<file path="src/rtl/block_ac_rms_meter_unit_macros.svh">
// ----------------------------------------------------------------------------
// AC RMS meter assertion macros
// Shared concurrent assertion forms for the meter's RTL modules.
// ----------------------------------------------------------------------------
`ifndef BLOCK_AC_RMS_METER_UNIT_MACROS_SVH
`define BLOCK_AC_RMS_METER_UNIT_MACROS_SVH

// Same-cycle implication, disabled while reset is held.
`define BACRMS_ASSERT_NOW(lbl, clk, rstn, ante, cons) \
    lbl: assert property (@(posedge clk) disable iff (!(rstn)) (ante) |-> (cons)) \
        else $error("bacrms assertion failed");

// Next-cycle implication, disabled while reset is held.
`define BACRMS_ASSERT_NEXT(lbl, clk, rstn, ante, cons) \
    lbl: assert property (@(posedge clk) disable iff (!(rstn)) (ante) |=> (cons)) \
        else $error("bacrms assertion failed");

`endif

</file>
<file path="src/rtl/bacrms_pkg.sv">
// ----------------------------------------------------------------------------
// AC RMS meter package
// Widths, step counts, sequencer states and the accumulator control struct.
// ----------------------------------------------------------------------------
`default_nettype none

package bacrms_pkg;

    localparam int MAX_BLOCK_SAMPLES = 2048;
    localparam int SAMPLE_W = 16;
    localparam int CNT_W    = $clog2(MAX_BLOCK_SAMPLES + 1);
    localparam int SUM_W    = 28;
    localparam int SQ_W     = 42;
    localparam int RMS_W    = 16;

    // width of the shared compare/subtract unit
    localparam int CSW      = RMS_W + 3;
    localparam int PROD_W   = 44;
    localparam int STEP_W   = 6;

    localparam int MEAN_DIV_STEPS = SUM_W - 1;
    localparam int MS_DIV_STEPS   = SQ_W;
    localparam int ROOT_STEPS     = RMS_W;

    typedef enum logic [7:0] {
        ST_IDLE    = 8'b0000_0001,
        ST_LOAD    = 8'b0000_0010,
        ST_DIV_MN  = 8'b0000_0100,
        ST_MUL     = 8'b0000_1000,
        ST_SUB     = 8'b0001_0000,
        ST_DIV_MS  = 8'b0010_0000,
        ST_ROOT    = 8'b0100_0000,
        ST_FINISH  = 8'b1000_0000
    } state_t;

    typedef struct packed {
        logic load;
        logic has;
        logic clear;
    } acc_ctrl_t;

endpackage

`default_nettype wire

</file>
<file path="src/rtl/bacrms_cmpsub.sv">
// ----------------------------------------------------------------------------
// AC RMS meter compare/subtract unit
// Trial subtraction shared by the restoring divider and the square root.
// ----------------------------------------------------------------------------
`default_nettype none

module bacrms_cmpsub (
    input  wire logic [bacrms_pkg::CSW-1:0] op_a,
    input  wire logic [bacrms_pkg::CSW-1:0] op_b,
    output logic                            ge,
    output logic [bacrms_pkg::CSW-1:0]      diff
);

    logic [bacrms_pkg::CSW:0] wide_diff;

    assign wide_diff = {1'b0, op_a} - {1'b0, op_b};
    // no borrow out means op_a >= op_b
    assign ge        = ~wide_diff[bacrms_pkg::CSW];
    assign diff      = wide_diff[bacrms_pkg::CSW-1:0];

endmodule

`default_nettype wire

</file>
<file path="src/rtl/bacrms_accum.sv">
// ----------------------------------------------------------------------------
// AC RMS meter accumulators
// Running sum, sum of squares, sample count and drop flag of one block.
// ----------------------------------------------------------------------------
`default_nettype none

`include "block_ac_rms_meter_unit_macros.svh"

module bacrms_accum (
    input  wire logic                                  aclk,
    input  wire logic                                  aresetn,
    input  wire bacrms_pkg::acc_ctrl_t                 ctrl,
    input  wire logic signed [bacrms_pkg::SAMPLE_W-1:0] sample,
    output logic signed [bacrms_pkg::SUM_W-1:0]        sum,
    output logic [bacrms_pkg::SQ_W-1:0]                sq,
    output logic [bacrms_pkg::CNT_W-1:0]               cnt,
    output logic                                       dropped
);

    logic signed [bacrms_pkg::SUM_W-1:0] sum_reg, sum_next;
    logic [bacrms_pkg::SQ_W-1:0]         sq_reg, sq_next;
    logic [bacrms_pkg::CNT_W-1:0]        cnt_reg, cnt_next;
    logic                                drop_reg, drop_next;
    logic signed [2*bacrms_pkg::SAMPLE_W-1:0] square;
    logic                                full;

    assign square = (2 * bacrms_pkg::SAMPLE_W)'(sample) * (2 * bacrms_pkg::SAMPLE_W)'(sample);
    assign full   = (cnt_reg == bacrms_pkg::CNT_W'(bacrms_pkg::MAX_BLOCK_SAMPLES));

    always_comb begin
        sum_next  = sum_reg;
        sq_next   = sq_reg;
        cnt_next  = cnt_reg;
        drop_next = drop_reg;
        priority if (ctrl.clear) begin
            sum_next  = '0;
            sq_next   = '0;
            cnt_next  = '0;
            drop_next = 1'b0;
        end else if (ctrl.load && ctrl.has) begin
            if (full) begin
                // block is full: drop the sample and remember it
                drop_next = 1'b1;
            end else begin
                sum_next = sum_reg + bacrms_pkg::SUM_W'(sample);
                sq_next  = sq_reg + bacrms_pkg::SQ_W'($unsigned(square));
                cnt_next = cnt_reg + 1'b1;
            end
        end
    end

    always_ff @(posedge aclk) begin
        if (!aresetn) begin
            sum_reg  <= '0;
            sq_reg   <= '0;
            cnt_reg  <= '0;
            drop_reg <= 1'b0;
        end else begin
            sum_reg  <= sum_next;
            sq_reg   <= sq_next;
            cnt_reg  <= cnt_next;
            drop_reg <= drop_next;
        end
    end

    assign sum     = sum_reg;
    assign sq      = sq_reg;
    assign cnt     = cnt_reg;
    assign dropped = drop_reg;

    `BACRMS_ASSERT_NOW(a_cnt_bound, aclk, aresetn, 1'b1, cnt_reg <= bacrms_pkg::CNT_W'(bacrms_pkg::MAX_BLOCK_SAMPLES))
    `BACRMS_ASSERT_NEXT(a_drop_when_full, aclk, aresetn, !ctrl.clear && ctrl.load && ctrl.has && full, drop_reg)
    `BACRMS_ASSERT_NEXT(a_clear_empties, aclk, aresetn, ctrl.clear, cnt_reg == '0 && sum_reg == '0 && !drop_reg)

endmodule

`default_nettype wire

</file>
<file path="src/rtl/block_ac_rms_meter_unit.sv">
// ----------------------------------------------------------------------------
// AC RMS meter
// Mean-removed RMS of a block of signed 16-bit samples, integer exact.
//
//   channel  dir  handshake          payload
//   s_       in   s_valid/s_ready    s_sample, s_has_sample, s_last
//   m_       out  m_valid/m_ready    m_rms, m_overflowed
//
// A sample without last is taken while idle; the block is ready again at once.
// An item with last starts the end-of-block sequence: 27 divide steps for the
// mean, one multiply, one subtract, 42 divide steps and 16 root steps; the
// divide and root steps share one compare/subtract unit.
// An empty block skips the arithmetic and goes from load straight to finish.
// A result waiting in the output register stalls only the next end-of-block.
// Reset (aresetn low, synchronous) clears accumulators, sequencer and output valid.
// ----------------------------------------------------------------------------
`default_nettype none

`include "block_ac_rms_meter_unit_macros.svh"

module block_ac_rms_meter_unit (
    input  wire logic                                  aclk,
    input  wire logic                                  aresetn,
    input  wire logic                                  s_valid,
    output logic                                       s_ready,
    input  wire logic signed [bacrms_pkg::SAMPLE_W-1:0] s_sample,
    input  wire logic                                  s_has_sample,
    input  wire logic                                  s_last,
    output logic                                       m_valid,
    input  wire logic                                  m_ready,
    output logic [bacrms_pkg::RMS_W-1:0]               m_rms,
    output logic                                       m_overflowed
);

    bacrms_pkg::state_t state_reg, state_next;

    bacrms_pkg::acc_ctrl_t               acc_ctrl;
    logic signed [bacrms_pkg::SUM_W-1:0] acc_sum;
    logic [bacrms_pkg::SQ_W-1:0]         acc_sq;
    logic [bacrms_pkg::CNT_W-1:0]        acc_cnt;
    logic                                acc_drop;

    logic [bacrms_pkg::SQ_W-1:0]   wrk_reg, wrk_next;
    logic [bacrms_pkg::CSW-1:0]    rem_reg, rem_next;
    logic [bacrms_pkg::RMS_W-1:0]  root_reg, root_next;
    logic [bacrms_pkg::PROD_W-1:0] prod_reg, prod_next;
    logic [bacrms_pkg::STEP_W-1:0] step_reg, step_next;

    logic                          out_valid_reg, out_valid_next;
    logic [bacrms_pkg::RMS_W-1:0]  out_rms_reg, out_rms_next;
    logic                          out_ovf_reg, out_ovf_next;

    logic [bacrms_pkg::CSW-1:0]    cs_a, cs_b, cs_diff;
    logic                          cs_ge;

    logic signed [bacrms_pkg::SUM_W-1:0] sum_neg;
    logic [bacrms_pkg::SUM_W-2:0]        sum_mag;
    logic [bacrms_pkg::SUM_W-1:0]        mul_b;
    logic                                accept;
    logic                                out_free;
    logic                                last_step;

    assign accept   = s_valid && s_ready;
    assign out_free = !out_valid_reg || m_ready;
    assign last_step = (step_reg == bacrms_pkg::STEP_W'(1));

    assign sum_neg = -acc_sum;
    assign sum_mag = acc_sum[bacrms_pkg::SUM_W-1] ? sum_neg[bacrms_pkg::SUM_W-2:0]
                                                  : acc_sum[bacrms_pkg::SUM_W-2:0];
    // |sum| + |remainder|: magnitude of 2*sum - n*mean
    assign mul_b   = {1'b0, sum_mag} + bacrms_pkg::SUM_W'(rem_reg[bacrms_pkg::CNT_W-2:0]);

    assign acc_ctrl.load  = accept;
    assign acc_ctrl.has   = s_has_sample;
    assign acc_ctrl.clear = (state_reg == bacrms_pkg::ST_FINISH) && out_free;

    bacrms_accum u_accum (
        .aclk    (aclk),
        .aresetn (aresetn),
        .ctrl    (acc_ctrl),
        .sample  (s_sample),
        .sum     (acc_sum),
        .sq      (acc_sq),
        .cnt     (acc_cnt),
        .dropped (acc_drop)
    );

    // operand select for the shared unit
    always_comb begin
        cs_a = '0;
        cs_b = '0;
        unique case (state_reg)
            bacrms_pkg::ST_DIV_MN, bacrms_pkg::ST_DIV_MS: begin
                cs_a = bacrms_pkg::CSW'({rem_reg[bacrms_pkg::CNT_W-1:0],
                                          wrk_reg[bacrms_pkg::SQ_W-1]});
                cs_b = bacrms_pkg::CSW'(acc_cnt);
            end
            bacrms_pkg::ST_ROOT: begin
                cs_a = {rem_reg[bacrms_pkg::CSW-3:0], wrk_reg[31:30]};
                cs_b = bacrms_pkg::CSW'({root_reg, 2'b01});
            end
            default: begin
                cs_a = '0;
                cs_b = '0;
            end
        endcase
    end

    bacrms_cmpsub u_cmpsub (
        .op_a (cs_a),
        .op_b (cs_b),
        .ge   (cs_ge),
        .diff (cs_diff)
    );

    always_comb begin
        state_next     = state_reg;
        wrk_next       = wrk_reg;
        rem_next       = rem_reg;
        root_next      = root_reg;
        prod_next      = prod_reg;
        step_next      = step_reg;
        out_valid_next = out_valid_reg;
        out_rms_next   = out_rms_reg;
        out_ovf_next   = out_ovf_reg;

        if (out_valid_reg && m_ready) begin
            out_valid_next = 1'b0;
        end

        unique case (state_reg)
            bacrms_pkg::ST_IDLE: begin
                if (accept && s_last) begin
                    state_next = bacrms_pkg::ST_LOAD;
                end
            end
            bacrms_pkg::ST_LOAD: begin
                rem_next  = '0;
                root_next = '0;
                if (acc_cnt == '0) begin
                    // empty block: result is zero
                    state_next = bacrms_pkg::ST_FINISH;
                end else begin
                    wrk_next   = {sum_mag, (bacrms_pkg::SQ_W - bacrms_pkg::SUM_W + 1)'(0)};
                    step_next  = bacrms_pkg::STEP_W'(bacrms_pkg::MEAN_DIV_STEPS);
                    state_next = bacrms_pkg::ST_DIV_MN;
                end
            end
            bacrms_pkg::ST_DIV_MN: begin
                rem_next  = cs_ge ? cs_diff : cs_a;
                wrk_next  = {wrk_reg[bacrms_pkg::SQ_W-2:0], cs_ge};
                step_next = step_reg - 1'b1;
                if (last_step) begin
                    state_next = bacrms_pkg::ST_MUL;
                end
            end
            bacrms_pkg::ST_MUL: begin
                // |mean| * (|sum| + |rem|)
                prod_next  = bacrms_pkg::PROD_W'(wrk_reg[15:0]) * bacrms_pkg::PROD_W'(mul_b);
                state_next = bacrms_pkg::ST_SUB;
            end
            bacrms_pkg::ST_SUB: begin
                wrk_next   = acc_sq - prod_reg[bacrms_pkg::SQ_W-1:0];
                rem_next   = '0;
                step_next  = bacrms_pkg::STEP_W'(bacrms_pkg::MS_DIV_STEPS);
                state_next = bacrms_pkg::ST_DIV_MS;
            end
            bacrms_pkg::ST_DIV_MS: begin
                rem_next  = cs_ge ? cs_diff : cs_a;
                wrk_next  = {wrk_reg[bacrms_pkg::SQ_W-2:0], cs_ge};
                step_next = step_reg - 1'b1;
                if (last_step) begin
                    rem_next   = '0;
                    root_next  = '0;
                    step_next  = bacrms_pkg::STEP_W'(bacrms_pkg::ROOT_STEPS);
                    state_next = bacrms_pkg::ST_ROOT;
                end
            end
            bacrms_pkg::ST_ROOT: begin
                // two radicand bits per step, one root bit out
                rem_next  = cs_ge ? cs_diff : cs_a;
                wrk_next  = {wrk_reg[bacrms_pkg::SQ_W-3:0], 2'b00};
                root_next = {root_reg[bacrms_pkg::RMS_W-2:0], cs_ge};
                step_next = step_reg - 1'b1;
                if (last_step) begin
                    state_next = bacrms_pkg::ST_FINISH;
                end
            end
            bacrms_pkg::ST_FINISH: begin
                // hold until the output register is free
                if (out_free) begin
                    out_valid_next = 1'b1;
                    out_rms_next   = root_reg;
                    out_ovf_next   = acc_drop;
                    state_next     = bacrms_pkg::ST_IDLE;
                end
            end
            default: begin
                state_next = bacrms_pkg::ST_IDLE;
            end
        endcase
    end

    always_ff @(posedge aclk) begin
        if (!aresetn) begin
            state_reg     <= bacrms_pkg::ST_IDLE;
            step_reg      <= '0;
            out_valid_reg <= 1'b0;
        end else begin
            state_reg     <= state_next;
            step_reg      <= step_next;
            out_valid_reg <= out_valid_next;
        end
    end

    always_ff @(posedge aclk) begin
        wrk_reg     <= wrk_next;
        rem_reg     <= rem_next;
        root_reg    <= root_next;
        prod_reg    <= prod_next;
        out_rms_reg <= out_rms_next;
        out_ovf_reg <= out_ovf_next;
    end

    assign s_ready      = (state_reg == bacrms_pkg::ST_IDLE);
    assign m_valid      = out_valid_reg;
    assign m_rms        = out_rms_reg;
    assign m_overflowed = out_ovf_reg;

    `BACRMS_ASSERT_NEXT(a_finish_delivers, aclk, aresetn, state_reg == bacrms_pkg::ST_FINISH && out_free, m_valid && state_reg == bacrms_pkg::ST_IDLE)
    `BACRMS_ASSERT_NEXT(a_empty_skips, aclk, aresetn, state_reg == bacrms_pkg::ST_LOAD && acc_cnt == '0, state_reg == bacrms_pkg::ST_FINISH && root_reg == '0)
    `BACRMS_ASSERT_NOW(a_step_live, aclk, aresetn, state_reg == bacrms_pkg::ST_ROOT || state_reg == bacrms_pkg::ST_DIV_MS || state_reg == bacrms_pkg::ST_DIV_MN, step_reg != '0)
    `BACRMS_ASSERT_NEXT(a_result_held, aclk, aresetn, m_valid && !m_ready, m_valid && $stable(m_rms) && $stable(m_overflowed))

endmodule

`default_nettype wire
</file>
<file path="config.mk">
export PLATFORM = sky130hd
export DESIGN_NAME = block_ac_rms_meter_unit
export DESIGN_NICKNAME = d
export VERILOG_FILES = /design/src/rtl/bacrms_pkg.sv /design/src/rtl/bacrms_cmpsub.sv /design/src/rtl/bacrms_accum.sv /design/src/rtl/block_ac_rms_meter_unit.sv
export VERILOG_INCLUDE_DIRS = /design/src /design/src/rtl
export SDC_FILE = /design/constraint.sdc
export NUM_CORES = 2
export LEC_CHECK = 0
export ABC_AREA = 1
export BUFFER_PORTS_ARGS = -buffer_cell sky130_fd_sc_hd__clkbuf_2
export CORE_ASPECT_RATIO = 0.6
export CORE_UTILIZATION = 55
export CTS_CLUSTER_SIZE = 30
export DETAILED_ROUTE_END_ITERATION = 16
export GPL_ROUTABILITY_DRIVEN = 0
export GPL_TIMING_DRIVEN = 0
export MAX_ROUTING_LAYER = met4
export PLACE_DENSITY_LB_ADDON = 0.2
export SLEW_MARGIN = 20
export SYNTH_ARGS = -nofsm -noshare
export SYNTH_HDL_FRONTEND = slang
export SYNTH_SLANG_ARGS = --single-unit
export TNS_END_PERCENT = 50
</file>
<file path="constraint.sdc">
create_clock -name aclk -period 8.1 [get_ports aclk]
set_clock_uncertainty 0.2 [all_clocks]
set_input_delay 0 -clock aclk [delete_from_list [all_inputs] [get_ports aclk]]
set_output_delay 0 -clock aclk [all_outputs]
set_load 0.01 [all_outputs]
</file>
Word-level counts from Yosys, hierarchy flattened
Cells that the tools add are included.
{"block": "totals", "regBits": 232, "latch_bits": 0, "mem_bits_rw": 0, "mem_bits_ro": 0, "inputBits": 22, "out_inout_bits": 19, "word_cells": 88, "mem_count": 0}
{"block": "op_classes", "n_addsub": 8, "mul": 2, "div_mod_pow": 0, "order_cmp": 0, "eq_ne": 16, "n_shift": 0, "n_mux": 23, "bitwise_logic": 3, "reduce_logical": 23}
{"operator": "42-bit one-hot mux with 4 select lines", "count": 1}
{"operator": "8-bit one-hot mux with 8 select lines", "count": 1}
{"operator": "17-bit one-hot mux with 3 select lines", "count": 1}
{"operator": "8-bit two-way mux", "count": 6}
{"operator": "16-bit one-hot mux with 3 select lines", "count": 1}
{"operator": "42-bit by 32-bit adder with 42-bit output", "count": 1}
{"operator": "16-bit by 28-bit multiplier with 42-bit output", "count": 1}
{"operator": "42-bit two-way mux", "count": 1}
{"operator": "42-bit subtractor", "count": 1}
{"operator": "19-bit one-hot mux with 2 select lines", "count": 1}
{"operator": "18-bit one-hot mux with 2 select lines", "count": 1}
{"operator": "17-bit two-way mux", "count": 2}
{"operator": "16-bit by 16-bit multiplier with 32-bit output", "count": 1}
{"operator": "27-bit by 11-bit adder with 28-bit output", "count": 1}
{"operator": "28-bit by 16-bit adder with 28-bit output", "count": 1}
{"operator": "27-bit two-way mux", "count": 1}
{"operator": "27-bit negation", "count": 1}
{"operator": "6-bit one-hot mux with 4 select lines", "count": 1}
{"operator": "19-bit by 18-bit subtractor with 20-bit output", "count": 1}
{"operator": "16-bit two-way mux", "count": 1}
{"operator": "12-bit by 1-bit adder with 12-bit output, second input constant", "count": 1}
{"operator": "12-bit equality test, second input constant", "count": 1}
{"operator": "12-bit logical NOT", "count": 1}
{"operator": "6-bit two-way mux", "count": 2}
{"operator": "22 further kinds", "count": 44}

Longest topological paths before layout
{"block": "logic_depth", "depth_word": 7, "depth_mapped": 48, "mapped_depth_nobuf": 47}

Modules after synthesis
From an unflattened synthesis, not the netlist that was laid out.
{"block": "hier_totals", "hier_cells": 5959, "area_unflattened_um2": 43371.6}
{"module": "block_ac_rms_meter_unit", "instances": 1, "cells_per_inst": 3194, "area_per_inst_um2": 24931.4, "seq_area_each_um2": 4324.1}
{"module": "bacrms_accum", "instances": 1, "cells_per_inst": 2539, "area_per_inst_um2": 17269.1, "seq_area_each_um2": 1661.6}
{"module": "bacrms_cmpsub", "instances": 1, "cells_per_inst": 226, "area_per_inst_um2": 1171.1, "seq_area_each_um2": 0.0}

Least setup slack after synthesis
OpenSTA, ideal clock, no wires.
{"block": "synth_timing", "kind": "register to register", "from": "register u_accum.sum_reg, in the netlist u_accum.sum[27]", "to": "register prod_reg[33] in the netlist's numbering, data pin", "setup_ns": 0.259, "arrival_time_ns": 7.618, "required_ns": 7.641, "path_slack_ns": 0.024, "stages_incl_launch_ff": 41, "n_path_buf": 2, "period_less_slack_ns": 8.076, "path_cell_list": "dfxtp_1 > buf_2 > buf_1 > nand2_1 > o21ai_0 > xor2_1 > ha_1 > inv_1 > nor3_1 > nand3_1 > nand3_1 > nand2_1 > a21boi_2 > inv_1 > nor2_1 > inv_1 > o21ai_0 > nand2_1 > (+5 left out) > fa_1 > inv_1 > fa_1 > fa_1 > fa_1 > inv_1 > ha_1 > nand2_1 > nor2_1 > inv_1 > nor3_1 > a21oi_1 > o21ai_0 > nand2_1 > nand2_1 > nand2_1 > nand2_1 > xor2_1"}
{"block": "synth_between", "elab_chain_len": 3}
{"element": "start: declaration", "line_no": "bacrms_accum.sv:20", "rtl": "logic signed [bacrms_pkg::SUM_W-1:0] sum_reg, sum_next;"}
{"element": "start signal: assignment", "line_no": "bacrms_accum.sv:59", "rtl": "sum_reg <= sum_next;"}
{"element": "27-bit two-way mux", "line_no": "block_ac_rms_meter_unit.sv:68", "rtl": "assign sum_mag = acc_sum[bacrms_pkg::SUM_W-1] ? sum_neg[bacrms_pkg::SUM_W-2:0]"}
{"element": "27-bit by 11-bit adder with 28-bit output", "line_no": "block_ac_rms_meter_unit.sv:71", "rtl": "assign mul_b = {1'b0, sum_mag} + bacrms_pkg::SUM_W'(rem_reg[bacrms_pkg::CNT_W-2:0]);"}
{"element": "16-bit by 28-bit multiplier with 42-bit output", "line_no": "block_ac_rms_meter_unit.sv:159", "rtl": "prod_next = bacrms_pkg::PROD_W'(wrk_reg[15:0]) * bacrms_pkg::PROD_W'(mul_b);"}
{"element": "end signal: assignment", "line_no": "block_ac_rms_meter_unit.sv:220", "rtl": "prod_reg <= prod_next;"}
{"element": "end: declaration", "line_no": "block_ac_rms_meter_unit.sv:46", "rtl": "logic [bacrms_pkg::PROD_W-1:0] prod_reg, prod_next;"}
No other way between the ends.
A chain may end at the register's enable or synchronous reset.

Final worst setup path
{"block": "layout_timing", "from": "register u_accum.sum_reg, in the netlist u_accum.sum[4]", "to": "register prod_reg[41] in the netlist's numbering, data pin"}
{"block": "layout_between", "elab_chain_len": 4}
{"element": "27-bit negation", "line_no": "block_ac_rms_meter_unit.sv:67", "rtl": "assign sum_neg = -acc_sum;"}
{"element": "27-bit two-way mux (*)", "line_no": "block_ac_rms_meter_unit.sv:68"}
{"element": "27-bit by 11-bit adder with 28-bit output (*)", "line_no": "block_ac_rms_meter_unit.sv:71"}
{"element": "16-bit by 28-bit multiplier with 42-bit output (*)", "line_no": "block_ac_rms_meter_unit.sv:159"}
Every way passes the cells marked *; elsewhere a longest branch is shown, timed or not.

==> out/metrics.yaml <==
job:
  drv_cap: 0
grt:
  grt.met1_usage: 0.559
  grt_pass1_vias: 35200
  grt_use_met2: 0.445
  busiest_layer: "met1"
  grt_pass1_wl_um: 208000
  met3_usage: 0.188
  grt.overflow.total: 0
  grt_usage: 0.374
  grt_max_degree: 24
  antenna_found_initial: 3
sta:
  fmax_ghz: 0.116
  hold_violations: 0
  setup_viol: 21
  worstMarginPinSlew_ns: 1.18
  hold_slack_ns: 0.0862
  fin_crit_sh: 1.06
  setup_tns_ns: -5.82
  rsz0062_at_grt: "true"
  fin_crit_ns: 8.62
  fin_ws_ns: -0.522
  maxSlewHeadroom: 0.210
  slew_violations: 0
finish:
  area_delta_synth_final_pct: 14.3
  fin_area_mm2: 0.0468
  fillers: 6290
  final_nets: 6529
  drive_gt1_frac: 0.119
synthesis:
  yosysTopAreaCell: "fa_1"
  synthArstFlopShare: 0
  synth_edf_count: 134
  yosys_warnings: 0
  synth.top_cell.area_share: 0.296
  synth.distinct_cells: 60
  synthesis.nets: 6318
  yosysMostFrequentCell: "inv_1"
  synth_seq_cells: 232
  synth_area_mm2: 0.0410
  synth.top_cells.by_count: "1242 x inv_1, 1039 x nand2_1, 605 x fa_1, 480 x nor2_1, 336 x a21oi_1"
  synth_flop_cell: "edfxtp_1"
  synth_area_per_cell_um2: 7.63
  ys_seq_area_frac: 0.146
  synthCells: 5369
  ys_top_cells_by_area: "fa_1 30%, inv_1 11%, ha_1 9.8%"
drt:
  wire_per_inst_um: 21.2
  wl_um: 140000
  vias_per_cell: 5.75
  drtPass1Iterations: 8
  drt_iter0_drc: 5503
  remaining_drc_errors: 0
  postRouteAntennaNets: 0
  vias: 37900
clocking:
  cts_tree: "done"
  root_buffer: "clkbuf_16"
  cts_sinks: 232
  htreeDepth: 1
  cts_buffers: 22
  cts.clk_slew.worst_paths_ns: 0.07
  clock_path_buffers: 3
  clock_latency_ns: 0.57
run_status:
  failed_checks: "negative setup slack"
  status: "finished with violations"
worst_setup_path:
  end_kind: "flop"
  path_buf_inv: 9
  required_ns: 8.21
  crit_path_start_kind: "flop"
  cp.arrival_ns: 8.73
  critPathMaxFanout: 5
  cpPeakStageDelay_ns: 0.58
  slowest_stage: "fa_1"
  setup.worst_path.class: "flop to flop"
  crit_family: "adder cells"
place:
  post_dp_cell_area_mm2: 0.0425
  port_buffers: 39
  hpwl_um: 114000
die:
  start_util: 0.556
  fp.dieW_um: 354
  core-area_mm2: 0.0737
  io_pins: 41
  rows: 77
  die_area_mm2: 0.0756
  die_h_um: 213
min_path:
  min_path_type: "input pin to flop"
==> what timing repair did <==
item	4_1_cts	5_1_grt
cloned	1	0
hold buffers	17	0
setup endpoints to repair	49	50
hold endpoints to repair	45	0
pin swaps	71	106
setup buffers	61	73
gates resized for setup	317	303
==> area by class of cell <==
class | count | area (µm²) | share of cell area
repair buffers | 196 | 1650 | 0.0353
inverters | 1265 | 4870 | 0.104
multi-input cells | 3730 | 31600 | 0.675
clock inverters | 9 | 57.6 | 0.00123
clock buffers | 30 | 653 | 0.0139
diodes | 3 | 7.51 | 0.000160
flip-flops and latches | 232 | 6010 | 0.128
plain buffers | 133 | 731 | 0.0156
well taps | 987 | 1230 | 0.0264
==> cell usage in the layout (no fill, tap or decap), drive strengths merged, types with 2 or more instances in the layout <==
cell type,Yosys,layout
dlygate4sd3,0,17
diode,0,3
a21oi,336,336
a31o,3,3
or2,27,27
and3,6,6
nand2,1061,1061
nor3,43,43
edfxtp,134,134
a211oi,11,11
nor2,485,485
o221ai,16,16
o22ai,5,5
ha,322,322
a31oi,22,22
o21ai,238,238
o21bai,18,18
inv,1253,1253
xor2,108,108
a21boi,12,12
a22oi,26,26
nor4,27,27
o211ai,15,15
o31ai,5,5
dfxtp,98,98
o21a,13,13
and2,8,8
clkbuf,119,168
xnor2,56,56
o2111ai,10,10
a221oi,7,7
nand3,184,184
fa,605,605
o311ai,2,2
buf,23,174
clkinv,12,15
a21o,14,14
clkinvlp,0,6
nand4,40,40
==> worst reg2reg max path, delay by kind of cell, from the launching register on <==
family,cells,cell delay (ns)
adder cells (fa/ha/maj),8,3.48
AND/OR/NAND/NOR,20,2.28
XOR/XNOR,2,0.39
AO/OA/AOI/OAI,5,0.90
flip-flops,1,0.38
buffers and inverters,9,0.73
==> final timing paths <==
kind	startpoint	to	slack (ns)	cells past startpoint
max reg2reg	u_accum.sum[4]	prod_reg[41]	-0.52	44
min	s_sample[15]	u_accum.sum[18]	0.09	6
max	u_accum.sum[4]	prod_reg[41]	-0.52	44
min reg2reg	root_reg[10]	m_rms[10]	0.24	0
==> routing by layer <==
metal,vias up,wire [µm]
met5,-,0
met4,0,2620
met3,260,25800
met2,2543,50200
met1,18100,61200
li1,17000,-
==> cell families (layout without fill, tap and decap cells) <==
kind of cell | count (synthesis) | after routing | share of synthesized area
AO/OA/AOI/OAI | 756 | 756 | 0.104
flip-flops | 232 | 232 | 0.146
XOR/XNOR | 164 | 164 | 0.0352
other | 0 | 3 | 0
adder cells (fa/ha/maj) | 927 | 927 | 0.394
buffers and inverters | 1407 | 1633 | 0.130
AND/OR/NAND/NOR | 1883 | 1883 | 0.191
==> metrics by stage <==
step / instances / worst slack (ns) / util
6_report: 6585 / -0.522 / 0.636
5_1_grt: 6584 / -0.713 / 0.636
4_1_cts: 6517 / -0.312 / 0.614
3_5_place_dp: 6405 / -2.41 / 0.577
3_3_place_gp: 6395 / -2.31 / 0.575
2_1_floorplan: 5369 / 0.0235 / -
Power is not shown: default switching activity piles up to over one toggle a cycle in this logic, so the estimate is an artifact.
